$ cat config.mk
export PLATFORM = sky130hd
export DESIGN_NAME = pit_cell
export DESIGN_NICKNAME = d
export VERILOG_FILES = /design/src/rtl/pit_pkg.sv /design/src/rtl/pit_cell.sv
export SDC_FILE = /design/constraint.sdc
export NUM_CORES = 1
export LEC_CHECK = 0
export ABC_AREA = 1
export BUFFER_PORTS_ARGS = -buffer_cell sky130_fd_sc_hd__buf_4
export CORE_AREA = 2 2 63 65
export DETAILED_ROUTE_END_ITERATION = 8
export DIE_AREA = 0 0 65 67
export PLACE_DENSITY = 0.77
export SLEW_MARGIN = 20
export SYNTH_ARGS = -nofsm -noshare
export SYNTH_HDL_FRONTEND = slang
export SYNTH_SLANG_ARGS = --single-unit
$ cat constraint.sdc
create_clock -name i_clk -period 0.8 [get_ports i_clk]
set_input_delay 0.04 -clock i_clk [delete_from_list [all_inputs] [get_ports i_clk]]
set_output_delay 0.04 -clock i_clk [all_outputs]
set_load 0.01 [all_outputs]
$ cat src/rtl/pit_pkg.sv
`default_nettype none

package pit_pkg;

    // Field widths
    localparam int KEY_W     = 32;
    localparam int LEN_W     = 6;
    localparam int PORT_W    = 8;
    localparam int REQ_W     = 2;
    localparam int STAT_W    = 2;
    localparam int OUT_IDX_W = 10;

    // Request codes
    localparam logic [REQ_W-1:0] REQ_INSERT = 2'd0;
    localparam logic [REQ_W-1:0] REQ_APPLY  = 2'd1;
    localparam logic [REQ_W-1:0] REQ_LOOKUP = 2'd2;

    // Status codes
    localparam logic [STAT_W-1:0] STAT_OK   = 2'd0;
    localparam logic [STAT_W-1:0] STAT_FULL = 2'd1;
    localparam logic [STAT_W-1:0] STAT_MISS = 2'd2;

    localparam logic [LEN_W-1:0] FULL_LEN = 6'd32;
    localparam logic [KEY_W-1:0] ALL_ONES = '1;

    typedef struct packed {
        logic [REQ_W-1:0]  req_type;
        logic [KEY_W-1:0]  first_value;
        logic [KEY_W-1:0]  second_value;
        logic [LEN_W-1:0]  prefix_len;
        logic [PORT_W-1:0] port_id;
    } t_req;

    typedef struct packed {
        logic [OUT_IDX_W-1:0] interval_index;
        logic [STAT_W-1:0]    status;
    } t_res;

    typedef enum logic [2:0] {
        ST_IDLE,
        ST_DUP_WAIT,
        ST_SHIFT,
        ST_FIND_WAIT,
        ST_APPLY,
        ST_DONE
    } t_state;

    typedef enum logic [2:0] {
        MODE_HOLD,
        MODE_DUP,
        MODE_SHIFT,
        MODE_FIND,
        MODE_APPLY
    } t_mode;

    // Broadcast from the controller to every cell
    typedef struct packed {
        t_mode             mode;
        logic [KEY_W-1:0]  key_a;
        logic [KEY_W-1:0]  key_b;
        logic [LEN_W-1:0]  len;
        logic [PORT_W-1:0] port;
    } t_cell_cmd;

    // Handed from one cell to the next
    typedef struct packed {
        logic [KEY_W-1:0] ep;
        logic             valid;
        logic             lt;
        logic             ge_b;
    } t_link;

endpackage

`default_nettype wire

$ cat src/rtl/pit_cell.sv
`default_nettype none

module pit_cell #(
    parameter int CELL_IDX = 0,
    parameter int IDX_W    = 10
) (
    input  wire logic                      i_clk,
    input  wire logic                      i_rst_n,
    input  wire pit_pkg::t_cell_cmd        i_cmd,
    input  wire pit_pkg::t_link            i_prev,
    output pit_pkg::t_link                 o_link,
    output logic [IDX_W:0]                 o_leaf
);

    localparam bit IS_HEAD     = (CELL_IDX == 0);
    localparam bit PREV_COUNTS = (CELL_IDX >= 2);
    localparam logic [IDX_W-1:0] MY_IDX = IDX_W'(CELL_IDX);

    logic [pit_pkg::KEY_W-1:0]  r_ep,    n_ep;
    logic                       r_valid, n_valid;
    logic [pit_pkg::PORT_W-1:0] r_port,  n_port;
    logic [pit_pkg::LEN_W-1:0]  r_len,   n_len;

    logic w_below_a;
    logic w_lt;
    logic w_ge_a;
    logic w_ge_b;
    logic w_eq;
    logic w_prev_ge_a;
    logic w_prev_ge_b;
    logic w_hit;
    logic w_cover;

    // Compare the stored endpoint against both keys
    assign w_below_a   = (r_ep < i_cmd.key_a);
    assign w_lt        = r_valid & w_below_a;
    assign w_ge_a      = r_valid & ~w_below_a;
    assign w_ge_b      = r_valid & (r_ep >= i_cmd.key_b);
    assign w_eq        = r_valid & (r_ep == i_cmd.key_a);

    // Entry zero never takes part in lookups or prefix walks
    assign w_prev_ge_a = PREV_COUNTS & i_prev.valid & ~i_prev.lt;
    assign w_prev_ge_b = PREV_COUNTS & i_prev.ge_b;
    assign w_hit       = ~IS_HEAD & w_ge_a & ~w_prev_ge_a;
    assign w_cover     = ~IS_HEAD & w_ge_a & ~w_prev_ge_b;

    assign o_link = '{ep: r_ep, valid: r_valid, lt: w_lt, ge_b: w_ge_b};

    // Drive the reduction leaf
    always_comb begin
        case (i_cmd.mode)
            pit_pkg::MODE_DUP:  o_leaf = {w_eq, {IDX_W{1'b0}}};
            pit_pkg::MODE_FIND: o_leaf = {w_hit, (w_hit ? MY_IDX : {IDX_W{1'b0}})};
            default:            o_leaf = '0;
        endcase
    end

    // Shift right past the insert point, or take the prefix port and length
    always_comb begin
        n_ep    = r_ep;
        n_valid = r_valid;
        n_port  = r_port;
        n_len   = r_len;
        case (i_cmd.mode)
            pit_pkg::MODE_SHIFT: begin
                if (!IS_HEAD && !w_lt) begin
                    if (i_prev.lt) begin
                        n_ep    = i_cmd.key_a;
                        n_valid = 1'b1;
                    end else begin
                        n_ep    = i_prev.ep;
                        n_valid = i_prev.valid;
                    end
                end
            end
            pit_pkg::MODE_APPLY: begin
                if (w_cover && (r_len <= i_cmd.len)) begin
                    n_len  = i_cmd.len;
                    n_port = i_cmd.port;
                end
            end
            default: begin
            end
        endcase
    end

    always_ff @(posedge i_clk) begin
        if (!i_rst_n) begin
            r_ep    <= '0;
            r_valid <= IS_HEAD;
            r_port  <= '0;
            r_len   <= '0;
        end else begin
            r_ep    <= n_ep;
            r_valid <= n_valid;
            r_port  <= n_port;
            r_len   <= n_len;
        end
    end

endmodule

`default_nettype wire

==> results.cfg, run 1 <==
[grt]
antenna_found_initial = 0
groute.usage.overall = 0.06108
overflow = 0
grt_pass1_wl_mm = 2.228
top_usage_layer = met2
use_met2 = 0.1405
grt_max_degree = 3
grt_pass1_vias = 554
met1_usage = 0.06100
use_met3 = 0.003378

[synth]
syn_inst = 107
yosysUniqueCellTypes = 8
synth_area_leader_cell = buf_4
synthesis.area_um2 = 590.6
ys_warn_count = 0
synth_top_area_share = 0.5720
synth_top_cells_by_area = buf_4 (57%), nor2_1 (24%), nand2_1 (10%)
seq_area_frac_synth = 0
avgSynthCellArea_um2 = 5.519

[sta]
worst_slack_ns = -0.02904
rsz0062_at_grt = yes
period_share = 1.036
fmax_ghz = 1.206
period_needed_ns = 0.8290
setup_viol = 1
slew_viol_final = 0
holdWs_ns = 0.4238
finalHoldViolCount = 0

[setup_path]
start_kind = input port
crit_type = input port to output pin
path_cells = buf_4, nor2_2, nand2_1, nor2_2, nand2_1, nor3_2, buf_4
crit_path_max_incr_delay_ns = 0.14
required_ns = 0.76
crit_fanout = 2
critical_path.slowest_cell = nor3_2
cp-end-kind = output pin
cp_data_arrival_time_ns = 0.79

[die]
core_mm2 = 0.003606
start_util = 0.1638
fp.dieW_um = 65
die_h_um = 67
die_area_mm2 = 0.004355
rows = 22
num_io_pins = 164

[job]
drv_cap = 0

[drt]
first_pass_iters = 4
drt_iter0_markers = 9
antenna_left = 0
vias = 734
routed_wl_mm = 1.961
wire_per_inst_um = 8.873
drcViolationCount = 0
drt-vias-per-instance = 3.321

[placement]
io_buffers = 70
gp_congestion = 0.6871
dp_hpwl_mm = 1.558
placedCellCount = 221

[cells_and_area]
clkbuf_count = 0
instances_no_fill = 221
seqCellArea_um2 = 0
drive_above_1_share = 0.5723
final_cell_mix = buf_4 (54), conb_1 (43), nor2_2 (16), buf_6 (16)
fin_nets = 293
design.seq.count = 0
syn_to_final_growth_pct = 97.25
layout_commonest_cell = buf_4
diodes = 0
fillers = 402

[clock_network]
hold_buffers = 0
cts_setup_buffers = 0

[power]
power.total_uw = 480.4
ir_drop_mv = 0.1012
p_leak_uw = 0.0005806
power_density_mw_per_mm2 = 412.4

[run_status]
violations = negative setup slack
outcome = complete, but fails checks

[min_path]
hold_class = input port to output pin
-- worst paths after layout --
| check | startpoint | end | slack [ns] | depth (start not counted) |
|---|---|---|---|---|
| hold / removal | i_cmd[80] | o_leaf[10] | 0.42 | 5 |
| setup / recovery | i_cmd[50] | o_leaf[10] | -0.03 | 7 |
-- report_power, final --
| part | leakage, uW | internal (uW) | total, uW | switching [uW] |
|---|---|---|---|---|
| registers | 0 | 0 | 0 | 0 |
| clock network | 0 | 0 | 0 | 0 |
| logic | 0.000581 | 274 | 480 | 206 |
-- synth_stat cells --
cell type and number:
buf_4 45, conb_1 2, nand2_1 16, nand4_1 3, nor2_1 37, nor2_2 2, nor3_1 1, nor3_2 1
-- kinds of logic (layout without fill, tap and decap cells) --
kind of cell / Yosys count / in the layout / synth area share
other: 2 / 43 / 0.01272
AND/OR/NAND/NOR: 60 / 60 / 0.4152
buffers and inverters: 45 / 70 / 0.5720
-- layout make-up --
cell class	instances	area, um^2	share of cell area
Multi-Input combinational cell	103	519.2	0.4458
Tap cell	48	60.06	0.05156
Timing Repair Buffer	70	585.6	0.5027
-- critical path: cells and delay by family --
family | cells | cell delay [ns]
buffers and inverters | 2 | 0.26
AND/OR/NAND/NOR | 5 | 0.49
-- metrics by stage --
step / TNS [ns] / util / setup slack (ns) / instance area [um^2]
floorplan: 0 / - / 0.1900 / 744.5
global placement: -0.08268 / 0.2752 / -0.05665 / 992.2
detailed placement: -0.1195 / 0.2752 / -0.06590 / 992.2
CTS: 0 / 0.2908 / 0.001283 / 1049
global route: -0.1213 / 0.3230 / -0.06177 / 1165
finish: -0.02904 / 0.3230 / -0.02904 / 1165
-- routing by layer --
layer,vias to the layer above,share of wire
li1,371,-
met2,49,0.64
met5,-,0
met4,0,0
met1,314,0.27
met3,0,0.091
-- timing repair --
item / 4_1_cts / 5_1_grt
pin swaps: 16 / 19
endpoints found under the setup margin: 2 / 3
resized for setup: 17 / 34
No activity file was read; power rests on OpenSTA's default activity.
==> run 2, diff against run 1 <==
--- a/config.mk
+++ b/config.mk
@@ -5,12 +5,11 @@
 export SDC_FILE = /design/constraint.sdc
 export NUM_CORES = 1
 export LEC_CHECK = 0
-export ABC_AREA = 1
 export BUFFER_PORTS_ARGS = -buffer_cell sky130_fd_sc_hd__buf_4
 export CORE_AREA = 2 2 63 65
 export DETAILED_ROUTE_END_ITERATION = 8
 export DIE_AREA = 0 0 65 67
-export PLACE_DENSITY = 0.77
+export PLACE_DENSITY = 0.74
 export SLEW_MARGIN = 20
 export SYNTH_ARGS = -nofsm -noshare
 export SYNTH_HDL_FRONTEND = slang
==> run 2 against run 1 <==
  * The flow still finishes with violations (negative setup slack)
  * Flip-flop and latch count did not move
  * Count of clock-buffer cells in the layout did not move
  * Final cell count fell by 16%
  * Fmax fell by 17%
  * Largest cell class unchanged
==> results.cfg, run 2 <==
[run_status]
outcome = complete, but fails checks
violations = negative setup slack

[die]
start_util = 0.1384
core_mm2 = 0.003606
fp.dieW_um = 65
die_h_um = 67
num_io_pins = 164
die_area_mm2 = 0.004355
rows = 22

[placement]
dpl_cell_area_um2 = 949.7
dp_hpwl_mm = 1.418
io_buffers = 70
gp_congestion = 0.6790

[cells_and_area]
design.seq.count = 0
diodes = 0
seqCellArea_um2 = 0
syn_to_final_growth_pct = 136.6
fin_nets = 258
final_cell_mix = buf_4 (48), conb_1 (43), buf_6 (22)
layout_commonest_cell = buf_4
fin_area_mm2 = 0.001181
clkbuf_count = 0
drive_above_1_share = 0.6232

[drt]
routed_wl_mm = 1.845
antenna_left = 0
wire_per_inst_um = 9.919
first_pass_iters = 2
drcViolationCount = 0
vias = 659
drt-vias-per-instance = 3.543
drt_iter0_markers = 1

[setup_path]
cp-end-kind = output pin
critical_path.slowest_cell = nor4_4
cp_data_arrival_time_ns = 0.96
start_kind = input port
required_ns = 0.76
crit_fanout = 2
path_cells = buf_4, nor4_4, nand4_1, or2_1, buf_6
crit_path_max_incr_delay_ns = 0.26
cp-startpoint = i_cmd[77]
crit_type = input port to output pin

[grt]
grt_pass1_wl_mm = 2.290
antenna_found_initial = 0
overflow = 0
grt_pass1_vias = 579
grt_max_degree = 3
groute.usage.overall = 0.06534

[synth]
synthesis.area_um2 = 499.2
synth_area_leader_cell = buf_4
synth_commonest_cells = buf_4 (45), nor4_1 (15), nand4_1 (4)
synth_top_area_share = 0.6767
yosysUniqueCellTypes = 9
synth_top_cells_by_area = buf_4 (68%), nor4_1 (19%), nand4_1 (5.0%)
avgSynthCellArea_um2 = 6.934
synthMostInstantiatedCell = buf_4
syn_inst = 72
ys_warn_count = 0
seq_area_frac_synth = 0

[sta]
period_needed_ns = 1.002
fmax_ghz = 0.9983
worst_slack_ns = -0.2017
setup_viol = 2
period_share = 1.252
finalHoldViolCount = 0
slew_viol_final = 0
fin_tns_setup_ns = -0.3384
rsz0062_at_grt = yes

[min_path]
worstHoldEndpoint = o_link[0]
holdPathStages = 5
hold_class = input port to output pin
hp-start = i_cmd[16]

[job]
drv_cap = 0

[power]
power.total_uw = 500.3
power_density_mw_per_mm2 = 423.6
p_leak_uw = 0.0005418
ir_drop_mv = 0.2152

[clock_network]
hold_buffers = 0
==> run 2: changes by cell type after synthesis, moves of 2 or more <==
cell	previous run	this run
nor2_1	37	2
nor4_1	0	15
nand2_1	16	1
nor2_2	2	0
==> run 2: logic make-up after synthesis <==
| kind of cell | Yosys count | share of synthesized area |
|---|---|---|
| and+or+nand+nor | 25 | 0.3083 |
| other | 2 | 0.01504 |
| buffers and inverters | 45 | 0.6767 |
==> run 2: critical path, delay by kind of cell <==
family	cells	cell delay, ns
and+or+nand+nor	3	0.68
buffers and inverters	2	0.24
==> run 2: repair_timing <==
item	4_1_cts	5_1_grt
buffers inserted	0	0
pin swaps	11	16
resized for setup	21	21
endpoints found under the setup margin	3	3
==> run 2: worst max path at each step <==
| stage | to | slack [ns] | cells past startpoint |
|---|---|---|---|
| after CTS | o_link[1] | -0.22 | 5 |
| after detailed placement | o_leaf[10] | -0.23 | 5 |
| after floorplan | o_link[1] | -0.002 | 4 |
| final | o_link[1] | -0.20 | 5 |
| after global routing | o_link[1] | -0.26 | 5 |
| after global placement | o_leaf[10] | -0.27 | 5 |
==> run 2: cell type report <==
type	instances	area [um^2]
Timing Repair Buffer	70	608.1
Multi-Input combinational cell	68	513.0
Tap cell	48	60.06
Fill cell	379	2425
==> run 2: stage by stage <==
stage	instances	hold WS, ns	util	worst slack [ns]
final	186	0.4168	0.3276	-0.2017
after floorplan	113	0.1737	-	-0.001507
after global placement	186	0.4146	0.2634	-0.2666
after detailed placement	186	0.4044	0.2634	-0.2338
after global routing	186	0.4312	0.3276	-0.2553
after CTS	186	0.4175	0.2946	-0.2171
==> run 2: power by group <==
part	leakage, uW	switching, uW	internal, uW
combinational	0.000542	223	277
sequential	0	0	0
clock	0	0	0
total	0.000542	223	277
==> run 2: per-layer routing <==
metal / up-vias / GRT usage / share of wire
met2: 77 / 0.1430 / 0.58
met4: 0 / 0.01330 / 0.0049
li1: 299 / - / -
met1: 281 / 0.05900 / 0.22
met3: 2 / 0.01520 / 0.19
met5: - / 0 / 0
==> run 3, diff against run 2 <==
--- a/config.mk
+++ b/config.mk
@@ -14,3 +14,4 @@
 export SYNTH_ARGS = -nofsm -noshare
 export SYNTH_HDL_FRONTEND = slang
 export SYNTH_SLANG_ARGS = --single-unit
+export TNS_END_PERCENT = 20
==> constraint.sdc (replaced) <==
create_clock -name i_clk -period 1 [get_ports i_clk]
set_input_delay 0.05 -clock i_clk [delete_from_list [all_inputs] [get_ports i_clk]]
set_output_delay 0.05 -clock i_clk [all_outputs]
set_load 0.01 [all_outputs]
==> run 3 against run 2 <==
  * Via count is 0.15% higher
  * Final cell count stayed put
  * Flip-flop and latch count is the same
  * Largest power group unchanged
  * The run still ends with negative setup slack left
  * Critical path depth is the same
  * Combinational power is 34% lower
==> results.cfg, run 3 (synthesis gave the netlist of run 2 again) <==
[sta]
setup_viol = 2
period_share = 1.037
rsz0062_at_grt = yes
period_needed_ns = 1.037
slew_viol_final = 0
fmax_ghz = 0.9641
fin_tns_setup_ns = -0.06340
worst_slack_ns = -0.03725
finalHoldViolCount = 0
holdWs_ns = 0.4332

[power]
p_int_uw = 185.9
swShare = 0.4341
power_density_mw_per_mm2 = 329.1
power_frac_comb = 1.000
seqPwrFrac = 0
pwr-share-clk = 0
power.total_uw = 328.6
ir_drop_mv = 0.09092
p_leak_uw = 0.0005047
p_sw_uw = 142.6

[setup_path]
path_cells = buf_4, nor4_2, nand4_1, or2_1, buf_6
required_ns = 0.95
cp-startpoint = i_cmd[53]
start_kind = input port
cp-end-kind = output pin
cp_data_arrival_time_ns = 0.99
crit_path_max_incr_delay_ns = 0.28
crit_type = input port to output pin
critical_path.slowest_cell = or2_1
crit_fanout = 2

[grt]
overflow = 0
grt_pass1_vias = 553
grt_max_degree = 3
groute.usage.overall = 0.06783
grt_pass1_wl_mm = 2.297
antenna_found_initial = 0

[placement]
placedCellCount = 186
io_buffers = 70
dp_hpwl_mm = 1.612
gp_congestion = 0.7881
dpl_cell_area_um2 = 900.9

[clock_network]
cts_setup_buffers = 0
hold_buffers = 0

[cells_and_area]
design.seq.count = 0
diodes = 0
layout_commonest_cell = buf_4
multi_input_area_um2 = 390.4
fin_nets = 258
clkbuf_count = 0
fillers = 385
instances_no_fill = 186
drive_above_1_share = 0.5725
fin_area_um2 = 998.5
syn_to_final_growth_pct = 100.0
seqCellArea_um2 = 0
final_cell_mix = buf_4 (64), conb_1 (43), nor4_1 (8)

[drt]
first_pass_iters = 2
drcViolationCount = 0
wire_per_inst_um = 9.694
vias = 660
drt-vias-per-instance = 3.548
drt_iter0_markers = 7
antenna_left = 0
routed_wl_mm = 1.803

[min_path]
hold_class = input port to output pin
hp-start = i_cmd[31]

[run_status]
violations = negative setup slack
outcome = complete, but fails checks

[job]
drv_cap = 0

[die]
rows = 22
fp.dieW_um = 65
die_h_um = 67
core_mm2 = 0.003606
start_util = 0.1384
die_area_mm2 = 0.004355
num_io_pins = 164
-- run 3: final timing paths --
kind	end	slack, ns	cells past startpoint
max	o_link[1]	-0.04	5
min	o_link[0]	0.43	5
-- run 3: layer usage --
metal  share of wire  vias up  track usage
met5               0        -            0
met3            0.25        0      0.02703
met4               0        0            0
li1                -      299            -
met2            0.56       88       0.1662
met1            0.20      273      0.04600
-- run 3: critical path, delay by kind of cell --
family	cells	cell delay (ns)
buffers and inverters	2	0.23
AND/OR/NAND/NOR	3	0.70
-- run 3: power by group through the flow --
stage | clock network [uW] | logic (uW) | registers (uW)
after floorplan | 0 | 209 | 0
after global placement | 0 | 290 | 0
after CTS | 0 | 311 | 0
final | 0 | 329 | 0
after detailed placement | 0 | 292 | 0
after global routing | 0 | 354 | 0
-- run 3: timing repair --
item	4_1_cts	5_1_grt
pin swaps	6	5
endpoints found under the hold margin	0	0
setup endpoints to repair	2	3
resized for setup	11	6
-- run 3: metrics by stage --
stage | worst slack, ns | util
floorplan | 0.1643 | -
global placement | -0.05990 | 0.2498
detailed placement | -0.07840 | 0.2498
CTS | -0.04395 | 0.2658
global route | -0.1493 | 0.2769
finish | -0.03725 | 0.2769
-- run 3: final cells by class --
class	count	area share
Multi-Input combinational cell	68	0.3910
Tap cell	48	0.06015
Timing Repair Buffer	70	0.5489
